`config.mk`:
```
export PLATFORM = sky130hd
export DESIGN_NAME = key_debounce_long_press_top
export DESIGN_NICKNAME = d
export VERILOG_FILES = /design/src/rtl/kdlp_pkg.sv /design/src/rtl/kdlp_cfg.sv /design/src/rtl/kdlp_lane.sv /design/src/rtl/kdlp_merge.sv /design/src/rtl/key_debounce_long_press_top.sv
export SDC_FILE = /design/constraint.sdc
export NUM_CORES = 2
export LEC_CHECK = 0
export BUFFER_PORTS_ARGS = -buffer_cell sky130_fd_sc_hd__clkbuf_2
export CORE_MARGIN = 2
export CORE_UTILIZATION = 64
export CTS_BUF_LIST = sky130_fd_sc_hd__clkbuf_8 sky130_fd_sc_hd__clkbuf_16
export DETAILED_ROUTE_END_ITERATION = 7
export MAX_ROUTING_LAYER = met4
export PLACE_DENSITY = 0.82
export SLEW_MARGIN = 40
export SYNTH_ARGS = -nofsm -noshare
export SYNTH_HDL_FRONTEND = slang
export SYNTH_SLANG_ARGS = --single-unit
```
`constraint.sdc`:
```
create_clock -name aclk -period 8.1 [get_ports aclk]
set_clock_uncertainty 0.15 [all_clocks]
set_input_delay 1.215 -clock aclk [delete_from_list [all_inputs] [get_ports aclk]]
set_output_delay 1.215 -clock aclk [all_outputs]
set_load 0.02 [all_outputs]
```
`src/rtl/kdlp_pkg.sv`:
```
// Shared constants, codes and types for the key debouncer with long-press detection.
package kdlp_pkg;

    localparam int NUM_KEYS_DEF = 22;
    localparam int LEVEL_BITS   = 22;
    localparam int IDX_W        = 5;
    localparam int COUNT_W      = 8;
    localparam logic [COUNT_W-1:0] COUNT_MAX = '1;

    localparam int S_TDATA_W  = 32;
    localparam int M_TDATA_W  = 72;
    localparam int CFG_ADDR_W = 4;
    localparam int CFG_DATA_W = 32;

    localparam logic [COUNT_W-1:0] PRESS_TICKS_RST   = 8'd10;
    localparam logic [COUNT_W-1:0] LONG_TICKS_RST    = 8'd100;
    localparam logic [COUNT_W-1:0] RELEASE_TICKS_RST = 8'd10;

    typedef enum logic [1:0] {
        REG_PRESS_TICKS   = 2'd0,
        REG_LONG_TICKS    = 2'd1,
        REG_RELEASE_TICKS = 2'd2
    } kdlp_reg_t;

    typedef enum logic [1:0] {
        EV_NONE  = 2'd0,
        EV_SHORT = 2'd1,
        EV_LONG  = 2'd2
    } kdlp_press_t;

    typedef enum logic {
        OP_SAMPLE = 1'b0,
        OP_CLEAR  = 1'b1
    } kdlp_op_t;

    typedef struct packed {
        logic [COUNT_W-1:0] press_ticks;
        logic [COUNT_W-1:0] long_ticks;
        logic [COUNT_W-1:0] release_ticks;
    } kdlp_cfg_t;

    typedef struct packed {
        logic pressed;
        logic is_long;
        logic released;
    } kdlp_event_t;

endpackage

```
`src/rtl/kdlp_cfg.sv`:
```
// Threshold registers behind the APB configuration port.
module kdlp_cfg
    import kdlp_pkg::*;
(
    input  logic                  aclk,
    input  logic                  aresetn,
    input  logic                  psel,
    input  logic                  penable,
    input  logic                  pwrite,
    input  logic [CFG_ADDR_W-1:0] paddr,
    input  logic [CFG_DATA_W-1:0] pwdata,
    output logic [CFG_DATA_W-1:0] prdata,
    output logic                  pready,
    output kdlp_cfg_t             cfg_o
);

    kdlp_cfg_t cfg_reg;
    kdlp_cfg_t cfg_next;
    kdlp_reg_t reg_sel;
    logic      wr_en;

    assign pready  = 1'b1;
    assign reg_sel = kdlp_reg_t'(paddr[3:2]);
    assign wr_en   = psel & penable & pwrite & pready;
    assign cfg_o   = cfg_reg;

    always_comb begin
        cfg_next = cfg_reg;
        if (wr_en) begin
            case (reg_sel)
                REG_PRESS_TICKS:   cfg_next.press_ticks   = pwdata[COUNT_W-1:0];
                REG_LONG_TICKS:    cfg_next.long_ticks    = pwdata[COUNT_W-1:0];
                REG_RELEASE_TICKS: cfg_next.release_ticks = pwdata[COUNT_W-1:0];
                default:           cfg_next = cfg_reg;
            endcase
        end
    end

    always_comb begin
        case (reg_sel)
            REG_PRESS_TICKS:   prdata = CFG_DATA_W'(cfg_reg.press_ticks);
            REG_LONG_TICKS:    prdata = CFG_DATA_W'(cfg_reg.long_ticks);
            REG_RELEASE_TICKS: prdata = CFG_DATA_W'(cfg_reg.release_ticks);
            default:           prdata = '0;
        endcase
    end

    always_ff @(posedge aclk) begin
        if (!aresetn) begin
            cfg_reg.press_ticks   <= PRESS_TICKS_RST;
            cfg_reg.long_ticks    <= LONG_TICKS_RST;
            cfg_reg.release_ticks <= RELEASE_TICKS_RST;
        end else begin
            cfg_reg <= cfg_next;
        end
    end

endmodule

```
`src/rtl/kdlp_lane.sv`:
```
// One key's debounce counters and latched press and release events.
module kdlp_lane
    import kdlp_pkg::*;
(
    input  logic        aclk,
    input  logic        aresetn,
    input  logic        advance,
    input  logic        clear,
    input  logic        level_released,
    input  kdlp_cfg_t   cfg_i,
    output kdlp_event_t ev_o
);

    logic [COUNT_W-1:0] held_reg, held_next;
    logic [COUNT_W-1:0] free_reg, free_next;
    kdlp_press_t        press_reg, press_next;
    logic               rel_reg, rel_next;
    logic [COUNT_W-1:0] held_inc;
    logic [COUNT_W-1:0] free_inc;

    assign held_inc = (held_reg == COUNT_MAX) ? held_reg : held_reg + 1'b1;
    assign free_inc = (free_reg == COUNT_MAX) ? free_reg : free_reg + 1'b1;

    always_comb begin
        held_next  = held_reg;
        free_next  = free_reg;
        press_next = press_reg;
        rel_next   = rel_reg;
        if (advance) begin
            if (level_released) begin
                held_next = '0;
                free_next = free_inc;
                if ((free_inc > cfg_i.release_ticks) && (press_reg != EV_NONE)) begin
                    rel_next = 1'b1;
                end
            end else begin
                free_next = '0;
                held_next = held_inc;
                // The long test comes first and wins even below the short threshold.
                if (held_inc > cfg_i.long_ticks) begin
                    press_next = EV_LONG;
                end else if (held_inc > cfg_i.press_ticks) begin
                    press_next = EV_SHORT;
                end
            end
        end else if (clear) begin
            press_next = EV_NONE;
            rel_next   = 1'b0;
        end
    end

    always_ff @(posedge aclk) begin
        if (!aresetn) begin
            held_reg  <= '0;
            free_reg  <= '0;
            press_reg <= EV_NONE;
            rel_reg   <= 1'b0;
        end else begin
            held_reg  <= held_next;
            free_reg  <= free_next;
            press_reg <= press_next;
            rel_reg   <= rel_next;
        end
    end

    assign ev_o.pressed  = (press_next != EV_NONE);
    assign ev_o.is_long  = (press_next == EV_LONG);
    assign ev_o.released = rel_next;

endmodule

```
`src/rtl/kdlp_merge.sv`:
```
// Packs the lanes' events into flag words and holds them in a two-entry output buffer.
module kdlp_merge
    import kdlp_pkg::*;
#(
    parameter int NUM_KEYS = NUM_KEYS_DEF
) (
    input  logic                 aclk,
    input  logic                 aresetn,
    input  logic                 push,
    input  kdlp_event_t          ev_i [NUM_KEYS],
    output logic                 ready_o,
    output logic                 m_tvalid,
    input  logic                 m_tready,
    output logic [M_TDATA_W-1:0] m_tdata
);

    logic [LEVEL_BITS-1:0]   pf, lf, rf;
    logic [3*LEVEL_BITS-1:0] word;
    logic [3*LEVEL_BITS-1:0] out_reg, out_next;
    logic [3*LEVEL_BITS-1:0] skid_reg, skid_next;
    logic                    out_valid_reg, out_valid_next;
    logic                    skid_valid_reg, skid_valid_next;
    logic                    pop;

    for (genvar k = 0; k < LEVEL_BITS; k++) begin : g_flag
        if (k < NUM_KEYS) begin : g_key
            assign pf[k] = ev_i[k].pressed;
            assign lf[k] = ev_i[k].is_long;
            assign rf[k] = ev_i[k].released;
        end else begin : g_none
            assign pf[k] = 1'b0;
            assign lf[k] = 1'b0;
            assign rf[k] = 1'b0;
        end
    end

    assign word = {rf, lf, pf};
    assign pop  = out_valid_reg & m_tready;

    always_comb begin
        out_next        = out_reg;
        skid_next       = skid_reg;
        out_valid_next  = out_valid_reg;
        skid_valid_next = skid_valid_reg;
        if (!out_valid_reg || pop) begin
            if (skid_valid_reg) begin
                out_next        = skid_reg;
                out_valid_next  = 1'b1;
                skid_valid_next = 1'b0;
            end else begin
                out_next       = word;
                out_valid_next = push;
            end
        end else if (push) begin
            // The output is stalled, so the new result parks in the skid entry.
            skid_next       = word;
            skid_valid_next = 1'b1;
        end
    end

    always_ff @(posedge aclk) begin
        if (!aresetn) begin
            out_valid_reg  <= 1'b0;
            skid_valid_reg <= 1'b0;
        end else begin
            out_valid_reg  <= out_valid_next;
            skid_valid_reg <= skid_valid_next;
        end
    end

    always_ff @(posedge aclk) begin
        out_reg  <= out_next;
        skid_reg <= skid_next;
    end

    assign ready_o  = ~skid_valid_reg;
    assign m_tvalid = out_valid_reg;
    assign m_tdata  = {(M_TDATA_W - 3*LEVEL_BITS)'(0), out_reg};

endmodule

```
`src/rtl/key_debounce_long_press_top.sv`:
```
// Key debouncer with short/long press and release detection, top level.
// Every accepted tick transaction updates all keys, one lane per key with its own 8-bit held
// and free counters; a clear clears only the key at clear_index. One transaction is taken
// every clock cycle while s_tready is high, and its flag result is registered in a two-entry
// output buffer; s_tready drops only when both entries are full. The thresholds press_ticks,
// long_ticks and release_ticks sit at APB byte addresses 0x0, 0x4 and 0x8, reset to 10, 100
// and 10, and should be written only while no transaction is in flight.
module key_debounce_long_press_top
    import kdlp_pkg::*;
#(
    parameter int NUM_KEYS = NUM_KEYS_DEF
) (
    input  logic                  aclk,
    input  logic                  aresetn,
    input  logic                  s_tvalid,
    output logic                  s_tready,
    // [21:0] key_levels, [26:22] clear_index, [31:27] zero
    input  logic [S_TDATA_W-1:0]  s_tdata,
    // [0] operation
    input  logic [0:0]            s_tuser,
    output logic                  m_tvalid,
    input  logic                  m_tready,
    // [21:0] pressed_flags, [43:22] long_flags, [65:44] released_flags, [71:66] zero
    output logic [M_TDATA_W-1:0]  m_tdata,
    input  logic                  psel,
    input  logic                  penable,
    input  logic                  pwrite,
    input  logic [CFG_ADDR_W-1:0] paddr,
    input  logic [CFG_DATA_W-1:0] pwdata,
    output logic [CFG_DATA_W-1:0] prdata,
    output logic                  pready
);

    kdlp_cfg_t             cfg;
    kdlp_event_t           ev [NUM_KEYS];
    logic                  accept;
    logic                  do_sample;
    logic                  do_clear;
    logic [LEVEL_BITS-1:0] key_levels;
    logic [IDX_W-1:0]      clear_index;

    assign key_levels  = s_tdata[LEVEL_BITS-1:0];
    assign clear_index = s_tdata[LEVEL_BITS +: IDX_W];
    assign accept      = s_tvalid & s_tready;
    assign do_sample   = accept & (kdlp_op_t'(s_tuser[0]) == OP_SAMPLE);
    assign do_clear    = accept & (kdlp_op_t'(s_tuser[0]) == OP_CLEAR);

    kdlp_cfg u_cfg (
        .aclk    (aclk),
        .aresetn (aresetn),
        .psel    (psel),
        .penable (penable),
        .pwrite  (pwrite),
        .paddr   (paddr),
        .pwdata  (pwdata),
        .prdata  (prdata),
        .pready  (pready),
        .cfg_o   (cfg)
    );

    for (genvar k = 0; k < NUM_KEYS; k++) begin : g_lane
        logic released;
        logic hit;

        // Keys without an input bit read as pressed.
        if (k < LEVEL_BITS) begin : g_lvl
            assign released = key_levels[k];
        end else begin : g_nolvl
            assign released = 1'b0;
        end

        if (k < (1 << IDX_W)) begin : g_idx
            assign hit = (clear_index == IDX_W'(k));
        end else begin : g_noidx
            assign hit = 1'b0;
        end

        kdlp_lane u_lane (
            .aclk           (aclk),
            .aresetn        (aresetn),
            .advance        (do_sample),
            .clear          (do_clear & hit),
            .level_released (released),
            .cfg_i          (cfg),
            .ev_o           (ev[k])
        );
    end

    kdlp_merge #(
        .NUM_KEYS (NUM_KEYS)
    ) u_merge (
        .aclk     (aclk),
        .aresetn  (aresetn),
        .push     (accept),
        .ev_i     (ev),
        .ready_o  (s_tready),
        .m_tvalid (m_tvalid),
        .m_tready (m_tready),
        .m_tdata  (m_tdata)
    );

endmodule

```
Yosys cells after proc, flatten, opt, wreduce, memory -nomap -nowiden --
Index checks and enable logic that the tools add are counted. Widths: inputs -> output; s select.
Cells by class: magnitude comparators 66, reductions and logical operators 75, bitwise operators 32, divide/modulo/power cells 0, multiply operators 0, add/subtract/negate cells 44, equality and inequality tests 89, shift operators 0, mux-type cells 289
Operator list (number):
- $mux 8 | 88
- $gt 8x8->1 | 66
- $add 8x1->8 const B | 44
- $eq 8x8->1 const B | 44
- $mux 2 | 110
- $mux 1 | 89
- $reduce_bool 2->1 | 44
- $mux 66 | 1
- $eq 2x2->1 const B | 23
- $eq 5x4->1 const B | 8
- $eq 5x5->1 const B | 6
- $and 1x1->1 | 28
- $pmux 8 s3 | 1
- $logic_and 1x1->1 | 22
- $eq 5x3->1 const B | 4
- $eq 5x2->1 const B | 2
- $reduce_and 2->1 | 4
- $eq 5x1->1 const B | 1
- $logic_not 5->1 | 1
- $not 1->1 | 4
- $eq 2x1->1 const B | 1
- $logic_not 2->1 | 1
- $reduce_or 2->1 | 1
- $logic_not 1->1 | 1
- $logic_or 1x1->1 | 1
Storage, ports and cells: word-level logic and storage cells 690, bits in writable memories 0, flip-flop bits (word level) 576, memories kept 0, bits in read-only memories 0, input port bits 76, latch bits 0, output and inout port bits 107

Longest topological paths before layout --
word-level depth 9, mapped depth 13, gate-level depth less buffers 13

By module --
A second synthesis with hierarchy kept.
Second synthesis, totals: cell total of the unflattened synthesis 5736, area total of the unflattened synthesis 46682.3 um^2
Modules (own cells, without submodules):
- kdlp_lane (g_lane[0].u_lane ...) | cells each 244, area each 1839.3 um^2, seq. area each 380.4 um^2, times used 11
- kdlp_lane (g_lane[18].u_lane ...) | cells each 241, area each 1806.7 um^2, seq. area each 380.4 um^2, times used 8
- kdlp_merge | cells each 222, area each 4981.0 um^2, seq. area each 4003.8 um^2, times used 1
- kdlp_lane (g_lane[20].u_lane) | cells each 239, area each 1835.5 um^2, seq. area each 380.4 um^2, times used 1
- kdlp_lane (g_lane[17].u_lane) | cells each 236, area each 1824.2 um^2, seq. area each 380.4 um^2, times used 1
- kdlp_lane (g_lane[9].u_lane) | cells each 236, area each 1799.2 um^2, seq. area each 380.4 um^2, times used 1
- kdlp_cfg | cells each 151, area each 1330.0 um^2, seq. area each 480.5 um^2, times used 1
- key_debounce_long_press_top | cells each 40, area each 226.5 um^2, seq. area each 0.0 um^2, times used 1

Least setup slack after synthesis --
OpenSTA, ideal clock, no wires.
kind input port to flip-flop, from input port m_tready, to register u_merge.skid_reg[0] (enable), arrival time 5.783 ns, setup time 0.490 ns, stages 2, buffers on the path 0, setup slack 1.676 ns, required time 7.460 ns, path through nand2b_1 > nor2_1
Between the ends: cells in the longest elaborated chain, start to end 4
Ends and longest elaborated chain:
- start: declaration | RTL line key_debounce_long_press_top.sv:22 | input logic m_tready,
- $and 1x1->1 | RTL line kdlp_merge.sv:38 | assign pop = out_valid_reg & m_tready;
- $logic_or 1x1->1 | RTL line kdlp_merge.sv:45 | if (!out_valid_reg || pop) begin
- $not 1->1 (no source line)
- $reduce_and 2->1 (no source line)
- end signal: assignment | RTL line kdlp_merge.sv:73 | skid_reg <= skid_next;
- end: declaration | RTL line kdlp_merge.sv:20 | logic [3*LEVEL_BITS-1:0] skid_reg, skid_next;
Every way passes these cells. A chain may end at the register's enable or synchronous reset.

==> results.json <==
{
  "synth_area_leaders": "dfxtp_1 21%, ha_1 17%, edfxtp_1 9.5%, a21oi_1 5.6%, nor2_1 5.0%",
  "setup_viol": 0,
  "slew-limit-headroom": 0.394,
  "ir_worst_vdd_mv": 0.170,
  "total_power_mw": 6.79,
  "power_switching_share": 0.259,
  "power_density_nw_per_um2": 150,
  "worstPathRequired_ps": 8430,
  "ant_nets": 0,
  "cap_violations": 0,
  "wl_per_cell_um": 19.9,
  "finalCritPeriodShare": 0.490,
  "pwr-share-clk": 0.455,
  "ctsHoldBuffers": 0,
  "synth_top_flop_cell": "dfxtp_1",
  "viasPerCell": 6.53,
  "hold_violations": 0,
  "dpl.hpwl_mm": 74.7,
  "grt_usage": 0.351,
  "clk_latency_ps": 620,
  "status": "finished, final reports clean",
  "critPathLaunchType": "register",
  "drtIter0Drc": 3739,
  "cts_buffers": 67,
  "yosysTopAreaCellShare": 0.213,
  "reg2reg_depth": 11,
  "async_flop_share": 0,
  "r2r-start": "g_lane[1].u_lane.held_reg[0]$_SDFFE_PN0P_",
  "cellLeakagePower_nw": 19.1,
  "io_buffers": 120,
  "yosysUniqueCellTypes": 67,
  "yosys.area.top_type": "dfxtp_1",
  "coreArea_um2": 64500,
  "dieArea_um2": 67300,
  "drv_slew": 0,
  "fin_area_um2": 45100,
  "hold_end": "u_cfg.cfg_o[12]$_SDFFE_PN0P_",
  "num_io_pins": 183,
  "cts_buffer_depth": 3,
  "synthCells": 4967,
  "path_clk_slew_ps": 60,
  "cts.repair.resized": 0,
  "postSynthAreaPerCell_um2": 8.41,
  "rows": 93,
  "grt_pass1_wl_mm": 186,
  "synthTopCellsByCount": "572 x ha_1, 559 x nor2_1, 466 x a21oi_1, 444 x dfxtp_1, 437 x nand2_1",
  "r2r_slack_ps": 4130,
  "grt_overflow_total": 0,
  "dr.pass1.iters": 7,
  "cts.sinks": 576,
  "die_w_um": 259,
  "yosysWarnings": 0,
  "place.gp.congestion": 0.902,
  "min_from": "u_cfg.cfg_o[12]$_SDFFE_PN0P_",
  "hold_class": "reg -> reg",
  "antenna_found_initial": 1,
  "vias": 38600,
  "p_comb_frac": 0.094,
  "synth_edf_count": 132,
  "die_y_um": 259,
  "r2r_end": "u_merge.out_reg[23]$_DFFE_PP_",
  "crit_arrival_ps": 4300,
  "setup.worst_path.end_class": "register",
  "yosysSeqAreaShare": 0.308,
  "fmax_ghz": 0.252,
  "syn_to_final_growth_pct": 8.10,
  "drc": 0,
  "period_needed_ps": 3970,
  "ys_ff_latch": 576,
  "synth_area_um2": 41800,
  "routed_wl_mm": 118,
  "grt_max_degree": 129,
  "drive_gt1_frac": 0.0871,
  "holdPathStages": 2,
  "path_max_fanout": 5,
  "place_area_um2": 42900,
  "rsz0062_at_grt": "false",
  "cts_tree": "done",
  "start_util": 0.648,
  "cts_setup_buffers": 0,
  "p_int_mw": 5.02,
  "worst_slew_pin_slew_ps": 908,
  "power_switching_mw": 1.76,
  "layout.nets": 5647,
  "synth_most_common_cell": "ha_1",
  "crit_type": "reg -> reg",
  "p_seq_frac": 0.452,
  "tns_ps": 0,
  "cts_root_buffer": "clkbuf_16",
  "hold_slack_ps": 329,
  "cts-htree-levels": 3,
  "grt_pass1_vias": 35600
}
## worst max path at each step
stage	slack, ps	startpoint	end
floorplan	1680	m_tready	u_merge.skid_reg[0]$_DFFE_PP_
global placement	4040	s_tvalid	u_merge.out_reg[64]$_DFFE_PP_
detailed placement	4070	s_tvalid	u_merge.out_reg[64]$_DFFE_PP_
CTS	4220	g_lane[9].u_lane.held_reg[0]$_SDFFE_PN0P_	u_merge.out_reg[31]$_DFFE_PP_
global route	3860	g_lane[9].u_lane.held_reg[0]$_SDFFE_PN0P_	u_merge.out_reg[31]$_DFFE_PP_
finish	4130	g_lane[1].u_lane.held_reg[0]$_SDFFE_PN0P_	u_merge.out_reg[23]$_DFFE_PP_
## final cells by class
class | count | area (um2)
Clock inverter | 41 | 319
Fill cell | 5112 | 19300
Multi-Input combinational cell | 4068 | 27500
Inverter | 119 | 459
Tap cell | 855 | 1070
Timing Repair Buffer | 167 | 1000
Antenna cell | 1 | 2.50
Clock buffer | 80 | 1890
Sequential cell | 576 | 12900
## power groups by stage
| stage | sequential (mW) | clock, mW | combinational, mW |
|---|---|---|---|
| after global routing | 3.07 | 3.22 | 0.689 |
| after floorplan | 3.15 | 0 | 0.393 |
| after CTS | 3.06 | 3.12 | 0.625 |
| after detailed placement | 3.12 | 0 | 0.618 |
| final | 3.07 | 3.08 | 0.636 |
| after global placement | 3.12 | 0 | 0.599 |
## per-layer routing
metal | global-route usage | share of wire
met3 | 0.0573 | 0.090
met4 | 0.143 | 0.042
met1 | 0.449 | 0.42
met5 | - | 0
met2 | 0.552 | 0.45
## cell usage in the layout (no fill, tap or decap), types with 16 or more instances in the layout
cell type | Yosys | layout
or4_1 | 30 | 30
nand2_1 | 437 | 437
buf_4 | 32 | 43
nor2b_1 | 86 | 85
edfxtp_1 | 132 | 132
mux2i_1 | 22 | 22
a21oi_1 | 466 | 466
and2_1 | 48 | 48
dfxtp_1 | 444 | 440
xnor2_1 | 110 | 110
or3_1 | 23 | 23
nor2_1 | 559 | 557
a21o_1 | 57 | 57
and3_1 | 62 | 62
clkbuf_16 | 0 | 70
a222oi_1 | 17 | 17
o31a_1 | 19 | 19
nand4_1 | 168 | 168
o211ai_1 | 74 | 74
nand3b_1 | 16 | 16
o21a_1 | 60 | 60
conb_1 | 2 | 31
clkbuf_2 | 0 | 120
inv_1 | 118 | 124
o31ai_1 | 25 | 25
nand3_1 | 178 | 178
nand2b_1 | 81 | 80
ha_1 | 572 | 572
a22oi_1 | 187 | 187
mux2_2 | 86 | 86
nor3_1 | 147 | 146
and4_1 | 37 | 37
o21ai_0 | 159 | 159
a31oi_1 | 50 | 50
o21ba_2 | 17 | 17
xor2_1 | 75 | 75
a211oi_1 | 26 | 26
## stage by stage
| stage | setup WS [ps] | util | instances |
|---|---|---|---|
| finish | 4130 | 0.700 | 5907 |
| floorplan | 1680 | - | 4996 |
| CTS | 4220 | 0.700 | 5906 |
| detailed placement | 4070 | 0.666 | 5785 |
| global placement | 4040 | 0.665 | 5784 |
| global route | 3860 | 0.700 | 5906 |
## worst max-delay path: stages, from the launching register on
cell,delay (ps)
dfxtp_1,410
ha_1,270
nand2_1,130
nor3_1,510
mux2_2,440
ha_1,300
nor2b_1,140
o211ai_1,90
a2111oi_0,440
a211oi_1,170
a222oi_1,520
mux2_2,270
## cells by family after synthesis
| family | after synthesis | synth area share |
|---|---|---|
| fa+ha+maj | 572 | 0.171 |
| other cells | 2 | 0.000180 |
| mux | 108 | 0.0285 |
| buf+inv | 352 | 0.0366 |
| xor+xnor | 185 | 0.0388 |
| flops | 576 | 0.308 |
| compound gates | 1244 | 0.192 |
| simple gates | 1928 | 0.225 |
Power figures use the tool's default switching activity.
